--- src/rtl/sbf_pkg.sv ---
// sbf_pkg: shared types and constants of the surface blur filter
// holds accumulator widths, opcodes, register indexes and divider structs
// no dependencies
package sbf_pkg;

   // opcodes carried on req_tuser
   localparam logic OP_STORE  = 1'b0;
   localparam logic OP_FILTER = 1'b1;

   // configuration register indexes
   localparam logic [1:0] CSR_RADIUS       = 2'd0;
   localparam logic [1:0] CSR_THRESHOLD    = 2'd1;
   localparam logic [1:0] CSR_FRAME_WIDTH  = 2'd2;
   localparam logic [1:0] CSR_FRAME_HEIGHT = 2'd3;

   // arithmetic widths, window is at most 31 x 31 pixels
   localparam int WT_W    = 17;  // q16 weight, up to 65536
   localparam int DROP_W  = 24;  // floor(d * 65536 / thr), d below 256
   localparam int SUMW_W  = 26;  // sum of up to 961 weights
   localparam int SUMWP_W = 34;  // sum of weight times pixel
   localparam int NUM_W   = 42;  // rounded dividend of the mean
   localparam int DEN_W   = 26;  // divisor width
   localparam int QUO_W   = 17;  // quotient bits produced per division

   localparam logic [WT_W-1:0] WT_ONE = 17'h10000;

   // divider request and response
   typedef struct packed {
      logic             start;
      logic [NUM_W-1:0] numer;
      logic [DEN_W-1:0] denom;
   } div_req_type;

   typedef struct packed {
      logic             done;
      logic [QUO_W-1:0] quotient;
      logic [DEN_W-1:0] remainder;
   } div_rsp_type;

endpackage

--- src/rtl/sbf_divider.sv ---
// sbf_divider: restoring divider, one quotient bit per cycle
// the dividend shifted right by QUO_W must be below the divisor
// depends on sbf_pkg
module sbf_divider (
   input  logic                clock,
   input  logic                reset,
   input  sbf_pkg::div_req_type div_req,
   output sbf_pkg::div_rsp_type div_rsp
);

   localparam int CNT_W = $clog2(sbf_pkg::QUO_W + 1);

   logic [sbf_pkg::DEN_W-1:0] rem_ff, rem_in;
   logic [sbf_pkg::QUO_W-1:0] low_ff, low_in;
   logic [sbf_pkg::QUO_W-1:0] quo_ff, quo_in;
   logic [sbf_pkg::DEN_W-1:0] den_ff, den_in;
   logic [CNT_W-1:0]          count_ff, count_in;
   logic                      busy_ff, busy_in;
   logic                      done_ff, done_in;
   logic [sbf_pkg::DEN_W:0]   trial;
   logic                      fits;

   // one restoring step on the partial remainder
   assign trial = {rem_ff, low_ff[sbf_pkg::QUO_W-1]};
   assign fits  = trial >= {1'b0, den_ff};

   always_comb begin
      rem_in   = rem_ff;
      low_in   = low_ff;
      quo_in   = quo_ff;
      den_in   = den_ff;
      count_in = count_ff;
      busy_in  = busy_ff;
      done_in  = 1'b0;
      if (div_req.start) begin
         rem_in   = sbf_pkg::DEN_W'(div_req.numer[sbf_pkg::NUM_W-1:sbf_pkg::QUO_W]);
         low_in   = div_req.numer[sbf_pkg::QUO_W-1:0];
         den_in   = div_req.denom;
         quo_in   = '0;
         count_in = CNT_W'(sbf_pkg::QUO_W);
         busy_in  = 1'b1;
      end else if (busy_ff) begin
         rem_in   = fits ? sbf_pkg::DEN_W'(trial - {1'b0, den_ff})
                         : sbf_pkg::DEN_W'(trial);
         low_in   = {low_ff[sbf_pkg::QUO_W-2:0], 1'b0};
         quo_in   = {quo_ff[sbf_pkg::QUO_W-2:0], fits};
         count_in = count_ff - 1'b1;
         if (count_ff == CNT_W'(1)) begin
            busy_in = 1'b0;
            done_in = 1'b1;
         end
      end
   end

   // control state
   always_ff @(posedge clock) begin
      if (reset) begin
         busy_ff  <= 1'b0;
         done_ff  <= 1'b0;
         count_ff <= '0;
      end else begin
         busy_ff  <= busy_in;
         done_ff  <= done_in;
         count_ff <= count_in;
      end
   end

   // datapath
   always_ff @(posedge clock) begin
      rem_ff <= rem_in;
      low_ff <= low_in;
      quo_ff <= quo_in;
      den_ff <= den_in;
   end

   assign div_rsp.done      = done_ff;
   assign div_rsp.quotient  = quo_ff;
   assign div_rsp.remainder = rem_ff;

endmodule

--- config.mk ---
export PLATFORM = sky130hd
export DESIGN_NAME = sbf_divider
export DESIGN_NICKNAME = d
export VERILOG_FILES = /design/src/rtl/sbf_pkg.sv /design/src/rtl/sbf_divider.sv
export SDC_FILE = /design/constraint.sdc
export NUM_CORES = 1
export LEC_CHECK = 0
export ABC_AREA = 1
export BUFFER_PORTS_ARGS = -buffer_cell sky130_fd_sc_hd__buf_2
export CAP_MARGIN = 5
export CORE_MARGIN = 1.5
export CORE_UTILIZATION = 58
export CTS_BUF_LIST = sky130_fd_sc_hd__clkbuf_4
export DETAILED_ROUTE_END_ITERATION = 8
export PLACE_DENSITY_LB_ADDON = 0.1
export SYNTH_ARGS = -nofsm -noshare
export SYNTH_HDL_FRONTEND = slang
export SYNTH_SLANG_ARGS = --single-unit
--- constraint.sdc ---
create_clock -name clock -period 3.54 [get_ports clock]
set_clock_uncertainty 0.15 [all_clocks]
set_input_delay 0.531 -clock clock [delete_from_list [all_inputs] [get_ports clock]]
set_output_delay 0.531 -clock clock [all_outputs]
set_load 0.005 [all_outputs]
Word-level counts from Yosys, hierarchy flattened
Cells that the tools add are included.
{"block": "totals", "ff_bits": 93, "in_bits": 71}
{"block": "op_classes", "addsub": 2, "n_lt_le_gt_ge": 1, "n_eq_ne": 1, "n_mux": 11, "bitwise": 1, "reduce_logical": 3}
{"operator": "two-way mux 25 bit", "n": 2}
{"operator": "two-way mux 17 bit", "n": 2}
{"operator": ">= comparator 27 x 26 -> 1 bit", "n": 1}
{"operator": "two-way mux 26 bit", "n": 1}
{"operator": "subtractor 26 bit", "n": 1}
{"operator": "two-way mux 5 bit", "n": 2}
{"operator": "== test 5 x 1 -> 1 bit (second input constant)", "n": 1}
{"operator": "subtractor 5 x 1 -> 5 bit (second input constant)", "n": 1}
{"operator": "two-way mux 1 bit", "n": 4}
{"operator": "OR reduction 3 bit", "n": 1}
{"operator": "nonzero test 2 bit", "n": 1}
{"operator": "OR reduction 2 bit", "n": 1}
{"operator": "inverter 1 bit", "n": 1}

Logic depth before layout (Yosys ltp)
Gate-level depths: netlist (run 1).
{"block": "depth", "ltp_word": 4, "mapped_depth": 15, "depth_no_buf": 15}

Least setup slack after synthesis (run 1)
OpenSTA, ideal clock, no wires.
{"block": "synth_path", "kind": "input to register", "from": "in div_req[68] (netlist name)", "to": "reg low_ff[0] (netlist name), enable pin", "setup_time_ps": 423, "t_arrival_ps": 2071, "required_time_ps": 2967, "slack_ps": 896, "cell_stages": 3, "n_path_buf": 1, "cell_sequence": "nor2_1 clkinv_1 clkbuf_1"}
{"block": "synth_between", "elab_chain_cells": 1}
{"element": "start: declaration", "line_no": "sbf_divider.sv:7", "rtl": "input sbf_pkg::div_req_type div_req,"}
{"element": "nonzero test 2 bit (no line)"}
{"element": "end signal: assignment", "line_no": "sbf_divider.sv:71", "rtl": "low_ff <= low_in;"}
{"element": "end: declaration", "line_no": "sbf_divider.sv:14", "rtl": "logic [sbf_pkg::QUO_W-1:0] low_ff, low_in;"}
No other way between the ends.
A chain may end at the register's enable or synchronous reset.

Worst setup path in the final report (run 1)
{"block": "layout_path", "from": "reg rem_ff[12] (netlist name)", "to": "reg rem_ff[22] (netlist name), data pin"}
{"block": "layout_between", "elab_chain_cells": 4, "word_cells_on_any_way": 5, "cone_classes": "add/sub: 1; order compare: 1; mux: 3"}
{"element": "start: declaration", "line_no": "sbf_divider.sv:13", "rtl": "logic [sbf_pkg::DEN_W-1:0] rem_ff, rem_in;"}
{"element": "start signal: assignment", "line_no": "sbf_divider.sv:70", "rtl": "rem_ff <= rem_in;"}
{"element": "subtractor 26 bit or >= comparator 27 x 26 -> 1 bit (tied branches)", "line_no": "sbf_divider.sv:43, sbf_divider.sv:25"}
{"element": "two-way mux 26 bit (*)", "line_no": "sbf_divider.sv:43", "rtl": "rem_in = fits ? sbf_pkg::DEN_W'(trial - {1'b0, den_ff})"}
{"element": "two-way mux 25 bit (*)", "line_no": "sbf_divider.sv:42", "rtl": "end else if (busy_ff) begin"}
{"element": "two-way mux 25 bit (*)", "line_no": "sbf_divider.sv:35", "rtl": "if (div_req.start) begin"}
{"element": "via rem_in, one bit", "line_no": "sbf_divider.sv:13"}
Mark *: on every way through the listed nets, which the timed path passes. The rest lies on a longest branch. The select of a mux whose other input is x is not followed.

==> flow_summary_export.csv, run 1 <==
group,metric,value,unit
worst_setup_path,end_kind,"flop",
placement,hpwl,11550,um
routing,wl_per_cell,14.14,um
routing,ant_nets,0,
hold_path,worstHoldStart,"div_req[4]",
sta,holdWs,52.36,ps
sta,hold_viol_final,0,
synth,syn_nets,942,
synth,ys_seq_elements,93,
worst_setup_path,cp.arrival,2910,ps
global_route,grt_pass1_wl,25270,um
worst_setup_path,crit_start,"rem_ff[12]$_DFFE_PP_",
global_route,grt-ovfl-total,0,
routing,vias,5564,
worst_setup_path,critPathBufInv,0,
sta,slew_headroom,54.17,%
synth,synth-xor-area-share,1.749,%
synth,synth.largest_area_cell,"edfxtp_1",
floorplan,dieArea,10980,um2
worst_setup_path,cpMostUsedCell,"nand2_1",
layout,multi_input_area,2691,um2
synth,avgSynthCellArea,7.137,um2
synth,synth_area,6010,um2
routing,drt_iter0_markers,353,
sta,drv_slew,0,
sta,tightestPinTransition,687.5,ps
synth,synth_area_leaders,"edfxtp_1, nand2_1, inv_1",
synth,synthSimpleGateAreaFrac,33.35,%
routing,drc,0,
worst_setup_path,cp_max_fo,27,
clock_network,cts_made_buffers,9,
synth,yosysWarnings,0,
synth,syn_inst,842,
layout,nets,1052,
worst_setup_path,cpLargestDelayFamily,"simple AND/OR/NAND/NOR gates",
clock_network,clock-root-buffer,"clkbuf_4",
layout,fin_cells,1090,
floorplan,rows,36,
layout,layout-area-overhead-vs-synth,13.37,%
synth,post-synth-top-area-fraction,33.98,%
synth,synthMuxAreaShare,0,%
outcome,status,"finished, final reports clean",
sta,max_freq,0.3562,GHz
synth,synth-compound-area-share,3.519,%
sta,fin_crit_sh,79.31,%
synth,synthAdderAreaFrac,6.163,%
clock_network,worstSkewPairLatency,490,ps
placement,dp_cells,1074,
global_route,track_usage,29.10,%
clock_network,cts.sinks,93,
job,maxCapViolations,0,
layout,num_antenna_cells,0,
power,ir_worst_vdd,0.0003915,V
global_route,antenna_found_initial,0,
sta,tns,0,ps
worst_setup_path,critPathLaunchType,"flop",
sta,rsz0062_at_grt,"no",
clock_network,cts_tree,"built",
synth,synth-seq-area-share,42.31,%
clock_network,clk_pin_slew,160,ps
synth,synth_edf_count,68,
clock_network,clock_path_buffers,2,
global_route,first_global_vias,5367,
layout,register_area,2542,um2
floorplan,die_h,104.8,um
floorplan,coreArea,9910,um2
routing,viasPerCell,5.105,
layout,post-route-util,68.75,%
layout,n_fill_cell,881,
synth,synth_top_family_by_area,"simple AND/OR/NAND/NOR gates",
clock_network,cts_resized,0,
hold_path,hold_path_class,"primary input to flop",
power,power_density,523.4,nW/um2
worst_setup_path,reg2reg_from,"rem_ff[12]$_DFFE_PP_",
floorplan,die_w,104.8,um
worst_setup_path,worstPathCellList,"ha_1 -> nand2_1 -> nor2_1 -> nand2_1 -> nor2_2 -> nand2_4 -> nand3_4 -> nand2_1 -> nand3_1 -> nand2_1",
floorplan,start_util,60.64,%
worst_setup_path,critical_path.slowest_cell,"edfxtp_1",
global_route,grt_max_degree,44,
synth,synth_top_flop_cell,"edfxtp_1",
sta,setup_viol,0,
placement,gp_congestion,0.9427,
power,p_leak,0.003781,uW
floorplan,ios,115,
synth,async_reset_ff_share,0,%
synth,yosysUniqueCellTypes,36,
layout,drive_gt1_share,15.36,%
worst_setup_path,regToRegSetupSlack,730,ps
sta,finalCriticalPeriod,2808,ps
worst_setup_path,path_class,"flop to flop",
routing,drtPass1Iterations,5,
worst_setup_path,crit_required,3640,ps
clock_network,cts_hold_buf,0,
worst_setup_path,cpPeakStageDelay,460,ps
routing,wl,15410,um
placement,portBuffers,114,
clock_network,cts_setup_buffers,0,
clock_network,htree_levels,3,
cells in the mapped netlist, types with 2 or more instances:
library cell,count
dfxtp_1,25
o22ai_1,15
nand2_1,332
nor2_1,38
a21oi_1,12
nor2_2,3
clkinv_1,3
clkbuf_1,12
inv_1,176
o21ai_0,4
nand3b_1,2
xnor2_1,8
xor2_1,4
nand4_1,33
buf_2,5
edfxtp_1,68
nor3_1,5
nand3_1,51
ha_1,28
buf_6,2
metal layers:
metal  vias up  wire length, um  GRT usage, %
met4         0              227         8.513
met2       206             7520         49.49
met3        22             1026         6.425
met5         -                0             0
met1      2491             6639         37.06
li1       2845                -             -
registers in the layout, indices dropped and copies added, names as in the netlist:
name and cells:
count_ff 5, low_ff 17, quo_ff 17, den_ff 26
rem_ff 26, busy_ff 1, done_ff 1
cells by family after synthesis:
group	count (synthesis)
buf+inv	200
fa+ha+maj	29
xor+xnor	12
flops	93
compound gates	35
simple gates	473
layout make-up:
class	count	area share [%]
multi-input combinational	549	39.50
sequential	93	37.32
inverter	180	9.917
timing repair buffer	119	9.109
tap	133	2.443
clock buffer	9	0.9917
clock inverter	7	0.7163
worst paths after layout:
kind | end | depth (start not counted)
setup / recovery | rem_ff[22]$_DFFE_PP_ | 10
setup reg to reg | rem_ff[22]$_DFFE_PP_ | 10
hold / removal | den_ff[4]$_DFFE_PP_ | 1
hold reg to reg | quo_ff[11]$_SDFFE_PP0P_ | 2
placed cells by master, fill, tap and decap left out, types with 2 or more instances in the layout:
cell / instances
edfxtp_1: 68
nand4_1: 33
inv_1: 176
clkbuf_4: 9
buf_2: 114
ha_1: 28
a21oi_1: 12
nor2_2: 3
nand3b_1: 2
nor3_1: 5
nand2_1: 332
inv_2: 3
dfxtp_1: 25
clkinv_1: 2
nor2_1: 38
xor2_1: 4
xnor2_1: 8
o22ai_1: 15
clkinv_2: 2
nand3_1: 51
buf_4: 4
o21ai_0: 4
power breakdown:
group	switching, uW	internal (uW)
registers	80.2	1330
logic	1040	569
clock network	393	150
total	1520	2050
per-stage QoR:
stage | area, um2 | worst slack, ps | power [uW]
final | 6813 | 732.3 | 3566
after detailed placement | 6696 | 757.3 | 3025
after global placement | 6696 | 839.7 | 2981
after global routing | 6813 | 552.8 | 3838
after CTS | 6813 | 742.0 | 3567
after floorplan | 6010 | 895.8 | 2575
worst register-to-register path: stages, from the launching register on:
cell	delay (ps)
edfxtp_1	460
ha_1	420
nand2_1	150
nor2_1	220
nand2_1	110
nor2_2	160
nand2_4	250
nand3_4	410
nand2_1	110
nand3_1	100
nand2_1	60
Note: power is estimated with default switching activity, not from simulation.
==> run 2, diff against run 1 <==
==> constraint.sdc (replaced) <==
create_clock -name clock -period 2.9 [get_ports clock]
set_clock_uncertainty 0.15 [all_clocks]
set_input_delay 0.435 -clock clock [delete_from_list [all_inputs] [get_ports clock]]
set_output_delay 0.435 -clock clock [all_outputs]
set_load 0.005 [all_outputs]
==> run 2 against run 1 <==
Against the previous run: final area rose by 4.8%; wire length rose by 1.9%; clock power rose by 47%; non-clock buffer count rose by 29; register-to-register slack got worse by 400 ps; global-route usage barely moved; critical path depth rose by 2; via count rose by 1.9%; highest routed layer unchanged; first-iteration DRC count fell by 8.8%; clock-buffer cell count did not move; worst setup slack got worse by 400 ps.
==> flow_summary_export.csv, run 2 (synthesis results as in run 1) <==
group,metric,value,unit
layout,fin_cells,1119,
power,ir_worst_vdd,0.0003825,V
layout,layout_commonest_cell,"nand2_1",
worst_setup_path,critical_path.slowest_cell,"edfxtp_1",
floorplan,ios,115,
worst_setup_path,path_class,"flop to flop",
sta,drv_slew,0,
global_route,grt_pass1_wl,25510,um
routing,ant_nets,0,
sta,holdWs,78.67,ps
routing,wl,15710,um
placement,gp_congestion,0.8767,
routing,wl_per_cell,14.04,um
layout,n_fill_cell,848,
layout,register_area,2542,um2
worst_setup_path,worstPathCellList,"ha_1 -> nand2_1 -> nand2_1 -> inv_1 -> nand2_1 -> nand2_1 -> nand3_2 -> nand2_4 -> buf_4 -> nand4_1 -> nand3_1 -> nand2_1",
sta,setup_viol,0,
sta,fin_crit_sh,88.51,%
global_route,antenna_found_initial,0,
sta,max_freq,0.3896,GHz
sta,rsz0062_at_grt,"no",
worst_setup_path,cp_max_fo,25,
sta,hold_viol_final,0,
global_route,grt_max_degree,60,
placement,portBuffers,114,
floorplan,dieArea,10980,um2
sta,tns,0,ps
worst_setup_path,cpMostUsedCell,"nand2_1",
placement,hpwl,11460,um
clock_network,cts.sinks,93,
hold_path,hold_path_class,"primary input to flop",
layout,multi_input_area,2691,um2
routing,drt_iter0_markers,322,
worst_setup_path,end_kind,"flop",
routing,drc,0,
layout,layout-area-overhead-vs-synth,18.84,%
layout,num_antenna_cells,0,
floorplan,start_util,60.64,%
clock_network,clock-root-buffer,"clkbuf_4",
worst_setup_path,cp.arrival,2640,ps
layout,drive_gt1_share,15.11,%
power,p_leak,0.003916,uW
sta,tightestPinTransition,1204,ps
clock_network,clock_path_buffers,2,
routing,drtPass1Iterations,6,
global_route,grt-ovfl-total,0,
sta,slew_headroom,19.61,%
outcome,status,"finished, final reports clean",
floorplan,die_w,104.8,um
clock_network,clk_pin_slew,180,ps
job,maxCapViolations,0,
routing,viasPerCell,5.065,
floorplan,rows,36,
routing,vias,5668,
global_route,first_global_vias,5539,
global_route,track_usage,29.10,%
layout,nets,1081,
floorplan,coreArea,9910,um2
clock_network,htree_levels,3,
worst_setup_path,critPathLaunchType,"flop",
floorplan,die_h,104.8,um
layout,top_regs,"den_ff x26, rem_ff x26",
placement,dp_cells,1076,
clock_network,cts_tree,"built",
worst_setup_path,cpPeakStageDelay,450,ps
power,power_density,630.1,nW/um2
clock_network,cts_setup_buffers,0,
clock_network,cts_made_buffers,9,
clock_network,worstSkewPairLatency,470,ps
sta,finalCriticalPeriod,2567,ps
worst_setup_path,crit_required,2970,ps
layout,final_cell_mix,"nand2_1, inv_1, buf_2",
[run 2: per-layer routing]
metal	track usage [%]	wire length, um
met5	0	0
met3	4.554	883
met2	50.84	7932
met4	9.100	215
met1	36.89	6682
[run 2: final timing paths]
kind	end	slack [ps]	cells after the start	startpoint
worst max register to register	rem_ff[23]$_DFFE_PP_	330	12	rem_ff[1]$_DFFE_PP_
worst min register to register	quo_ff[16]$_SDFFE_PP0P_	350	2	quo_ff[16]$_SDFFE_PP0P_
worst max-delay path	rem_ff[23]$_DFFE_PP_	330	12	rem_ff[1]$_DFFE_PP_
worst min-delay path	rem_ff[11]$_DFFE_PP_	80	3	div_req[54]
[run 2: where the power goes]
part | internal [uW] | switching [uW] | leakage, uW | total [uW]
registers | 1630 | 97.8 | 0.000885 | 1720
logic | 725 | 1260 | 0.00295 | 1980
clock network | 284 | 511 | 0.0000854 | 795
[run 2: repair_timing]
action / CTS / global route
hold endpoints to repair: 25 / 2
hold buffers: 25 / 2
gates resized for setup: 0 / 0
[run 2: final cells by class]
type / count / area share (%)
well taps: 133 / 2.330
clock inverters: 7 / 1.296
multi-input cells: 549 / 37.68
clock buffers: 9 / 0.9460
inverters: 180 / 9.460
flip-flops and latches: 93 / 35.60
repair buffers: 148 / 12.68
[run 2: worst max-delay path: cells and delay by family, from the launching register on]
kind | cells | cell delay [ps]
adders and majority gates | 1 | 400
buffers and inverters | 2 | 390
DFF | 1 | 450
and+or+nand+nor | 9 | 930
[run 2: through the flow]
step / worst slack (ps) / power (uW) / utilization (%) / cell area [um2]
after global routing: 104.3 / 4839 / 72.07 / 7142
final: 333.1 / 4500 / 72.07 / 7142
after CTS: 329.9 / 4500 / 71.87 / 7122
after global placement: 416.7 / 3642 / 67.73 / 6711
after floorplan: 351.8 / 3143 / - / 6010
after detailed placement: 356.8 / 3693 / 67.73 / 6711
==> run 3, diff against run 2 <==
--- a/config.mk
+++ b/config.mk
@@ -5,11 +5,10 @@
 export SDC_FILE = /design/constraint.sdc
 export NUM_CORES = 1
 export LEC_CHECK = 0
-export ABC_AREA = 1
 export BUFFER_PORTS_ARGS = -buffer_cell sky130_fd_sc_hd__buf_2
 export CAP_MARGIN = 5
 export CORE_MARGIN = 1.5
-export CORE_UTILIZATION = 58
+export CORE_UTILIZATION = 57
 export CTS_BUF_LIST = sky130_fd_sc_hd__clkbuf_4
 export DETAILED_ROUTE_END_ITERATION = 8
 export PLACE_DENSITY_LB_ADDON = 0.1
==> run 3 against run 2 <==
Against the previous run: the run now ends with setup timing left; hold slack lost 13 ps; final area grew 5.4%; global-route usage shrank 3.9 points; synthesized cell count shrank 39%; sequential cell count is the same; maximum frequency shrank 17%; non-clock buffer count grew 67; area after synthesis shrank 9.9%; cell count shrank 25%; total power grew 28%.
==> flow_summary_export.csv, run 3 <==
group,metric,value,unit
global_route,grt_max_degree,55,
worst_setup_path,cp-endpoint,"rem_ff[4]$_DFFE_PP_",
routing,wl,13800,um
synth,synth.most_common_cell,"edfxtp_1",
sta,tns,-1894,ps
layout,drive_gt1_share,40.95,%
worst_setup_path,path_class,"flop to flop",
synth,yosysUniqueCellTypes,62,
sta,tightestPinTransition,804.1,ps
synth,synthSimpleGateAreaFrac,13.43,%
placement,gp_congestion,0.8774,
worst_setup_path,crit_required,2980,ps
layout,layout_commonest_cell,"buf_2",
floorplan,start_util,58.59,%
power,ir_worst_vdd,0.0003680,V
global_route,track_usage,25.24,%
worst_setup_path,worstRegToRegCells,10,
synth,synth_top_family_by_area,"compound AO/OA/AOI/OAI gates",
hold_path,hold_path_class,"primary input to flop",
routing,drc,0,
layout,n_fill_cell,608,
floorplan,die_h,100.5,um
synth,synth-compound-area-share,15.53,%
sta,fin_crit_sh,106.2,%
synth,synth-seq-area-share,46.96,%
worst_setup_path,critPathLaunchType,"flop",
worst_setup_path,regToRegEndpoint,"rem_ff[4]$_DFFE_PP_",
layout,final_cell_mix,"buf_2, edfxtp_1, buf_4",
worst_setup_path,critPathBufInv,1,
synth,async_reset_ff_share,0,%
sta,drv_slew,0,
worst_setup_path,reg2reg_from,"rem_ff[0]$_DFFE_PP_",
worst_setup_path,cpPeakStageDelay,520,ps
synth,synth_area,5414,um2
routing,viasPerCell,5.574,
worst_setup_path,cp.arrival,3160,ps
layout,num_antenna_cells,0,
synth,post-synth-top-area-fraction,37.72,%
worst_setup_path,critical_path.slowest_cell,"edfxtp_1",
synth,synth_top_flop_cell,"edfxtp_1",
clock_network,worstSkewPairLatency,480,ps
layout,post-route-util,81.46,%
job,maxCapViolations,0,
layout,layout-area-overhead-vs-synth,39.03,%
sta,hold_viol_final,0,
clock_network,clk_pin_slew,170,ps
clock_network,cts.sinks,93,
sta,setup_viol,26,
worst_setup_path,regToRegSetupSlack,-180,ps
routing,wl_per_cell,16.39,um
placement,pre_cts_slack,-180.9,ps
synth,synth_common_cells,"edfxtp_1, inv_1, nor2_1, a21oi_1",
synth,synth.largest_area_cell,"edfxtp_1",
routing,drtPass1Iterations,5,
placement,hpwl,8969,um
clock_network,cts_tree,"built",
synth,synthAdderAreaFrac,6.841,%
floorplan,ios,115,
synth,synthMuxAreaShare,7.927,%
worst_setup_path,crit_start,"rem_ff[0]$_DFFE_PP_",
global_route,grt-ovfl-total,0,
routing,vias,4693,
sta,max_freq,0.3248,GHz
routing,ant_nets,0,
routing,drt_iter0_markers,268,
clock_network,clock_path_buffers,2,
worst_setup_path,end_kind,"flop",
synth,syn_nets,612,
clock_network,cts_made_buffers,9,
floorplan,coreArea,9240,um2
layout,nets,808,
global_route,antenna_found_initial,0,
synth,ys_seq_elements,93,
clock_network,htree_levels,3,
worst_setup_path,path_depth,10,
layout,register_area,2542,um2
placement,portBuffers,114,
layout,multi_input_area,2972,um2
synth,synth_edf_count,68,
floorplan,die_w,100.5,um
outcome,status,"finished, violations left",
outcome,violations,"setup timing",
worst_setup_path,cpLargestDelayFamily,"compound AO/OA/AOI/OAI gates",
global_route,grt_pass1_wl,20120,um
sta,setup_ws,-178.9,ps
layout,top_regs,"den_ff x26, rem_ff x26",
synth,yosysWarnings,0,
clock_network,clock-root-buffer,"clkbuf_4",
global_route,first_global_vias,4450,
power,p_leak,0.003246,uW
worst_setup_path,worstPathCellList,"ha_4 -> nor2b_4 -> o31ai_4 -> a211oi_2 -> o211ai_1 -> a31oi_2 -> a31oi_4 -> buf_12 -> mux2_4 -> mux2_2",
power,power_density,766.9,nW/um2
worst_setup_path,cp_max_fo,8,
synth,avgSynthCellArea,10.57,um2
synth,syn_inst,512,
sta,rsz0062_at_grt,"yes",
synth,synth-xor-area-share,3.559,%
synth,synth_area_leaders,"edfxtp_1, dfxtp_1, ha_1",
floorplan,dieArea,10090,um2
floorplan,rows,35,
sta,slew_headroom,45.83,%
sta,finalCriticalPeriod,3079,ps
==> run 3: changes by cell type after synthesis, moves of 18 or more <==
cell     change
nor2b_1     +22
nand4_1     -26
a21oi_1     +18
nor3_1      +23
inv_1      -133
nand3_1     -44
mux2_2      +23
nand2_1    -318
a221o_1     +18
==> run 3: stage by stage <==
| stage | total power (uW) | std cells | hold slack, ps | area [um2] |
|---|---|---|---|---|
| 6_report | 5773 | 842 | 66.05 | 7527 |
| 5_1_grt | 6071 | 842 | 65.98 | 7527 |
| 4_1_cts | 5253 | 832 | 7.031 | 7088 |
| 3_5_place_dp | 4154 | 785 | 351.4 | 6519 |
| 3_3_place_gp | 4106 | 785 | 326.0 | 6519 |
| 2_1_floorplan | 3321 | 512 | 318.3 | 5450 |
==> run 3: area by class of cell <==
class                           instances  share of cell area, %
Clock buffer                           10                 0.9973
Multi-Input combinational cell        346                  39.48
Clock inverter                          6                  1.579
Timing Repair Buffer                  215                  19.88
Sequential cell                        93                  33.78
Tap cell                              129                  2.144
Inverter                               43                  2.144
==> run 3: per-layer routing <==
metal / track usage [%] / vias up / wire length, um
met5: 0 / - / 0
met4: 7.476 / 0 / 290
met3: 5.201 / 25 / 568
met2: 44.90 / 134 / 7147
li1: - / 2276 / -
met1: 30.95 / 2258 / 5792
==> run 3: worst min path at each step <==
stage	end	depth (start not counted)	slack [ps]	start
after global placement	quo_ff[16]$_SDFFE_PP0P_	2	330	quo_ff[16]$_SDFFE_PP0P_
after global routing	count_ff[4]$_SDFFE_PP0P_	2	70	reset
after floorplan	count_ff[1]$_SDFFE_PP0P_	2	320	count_ff[1]$_SDFFE_PP0P_
after CTS	den_ff[4]$_DFFE_PP_	1	7	div_req[4]
final	count_ff[4]$_SDFFE_PP0P_	2	70	reset
after detailed placement	quo_ff[16]$_SDFFE_PP0P_	2	350	quo_ff[16]$_SDFFE_PP0P_
==> run 3: logic make-up (layout without fill, tap and decap cells) <==
kind of cell,Yosys count,count (layout)
adders and majority gates,29,29
muxes,40,40
xor gates and xnor gates,22,22
AOI/OAI and AO/OA,115,115
DFF,93,93
and+or+nand+nor,140,140
buffers and inverters,73,274
==> run 3: power breakdown <==
part | switching [uW] | internal, uW | leakage (uW)
clock network | 478 | 457 | 0.000103
logic | 1490 | 1560 | 0.00226
registers | 126 | 1660 | 0.000884
total | 2100 | 3680 | 0.00325
==> run 3: worst reg2reg max path: cells and delay by family (launching register included) <==
family                   cells  cell delay (ps)
AO/OA/AOI/OAI                5             1020
adder cells (fa/ha/maj)      1              270
buffers and inverters        1              170
flip-flops                   1              520
multiplexers                 2              570
AND/OR/NAND/NOR              1              130
==> run 3: repair_timing <==
item                       in CTS  in global routing
gates cloned                    0                  2
hold buffers                   25                  1
setup endpoints to repair      25                 26
hold endpoints to repair       25                  1
pin swaps                      11                 34
resized for setup              14                 65
setup buffers                   7                  7
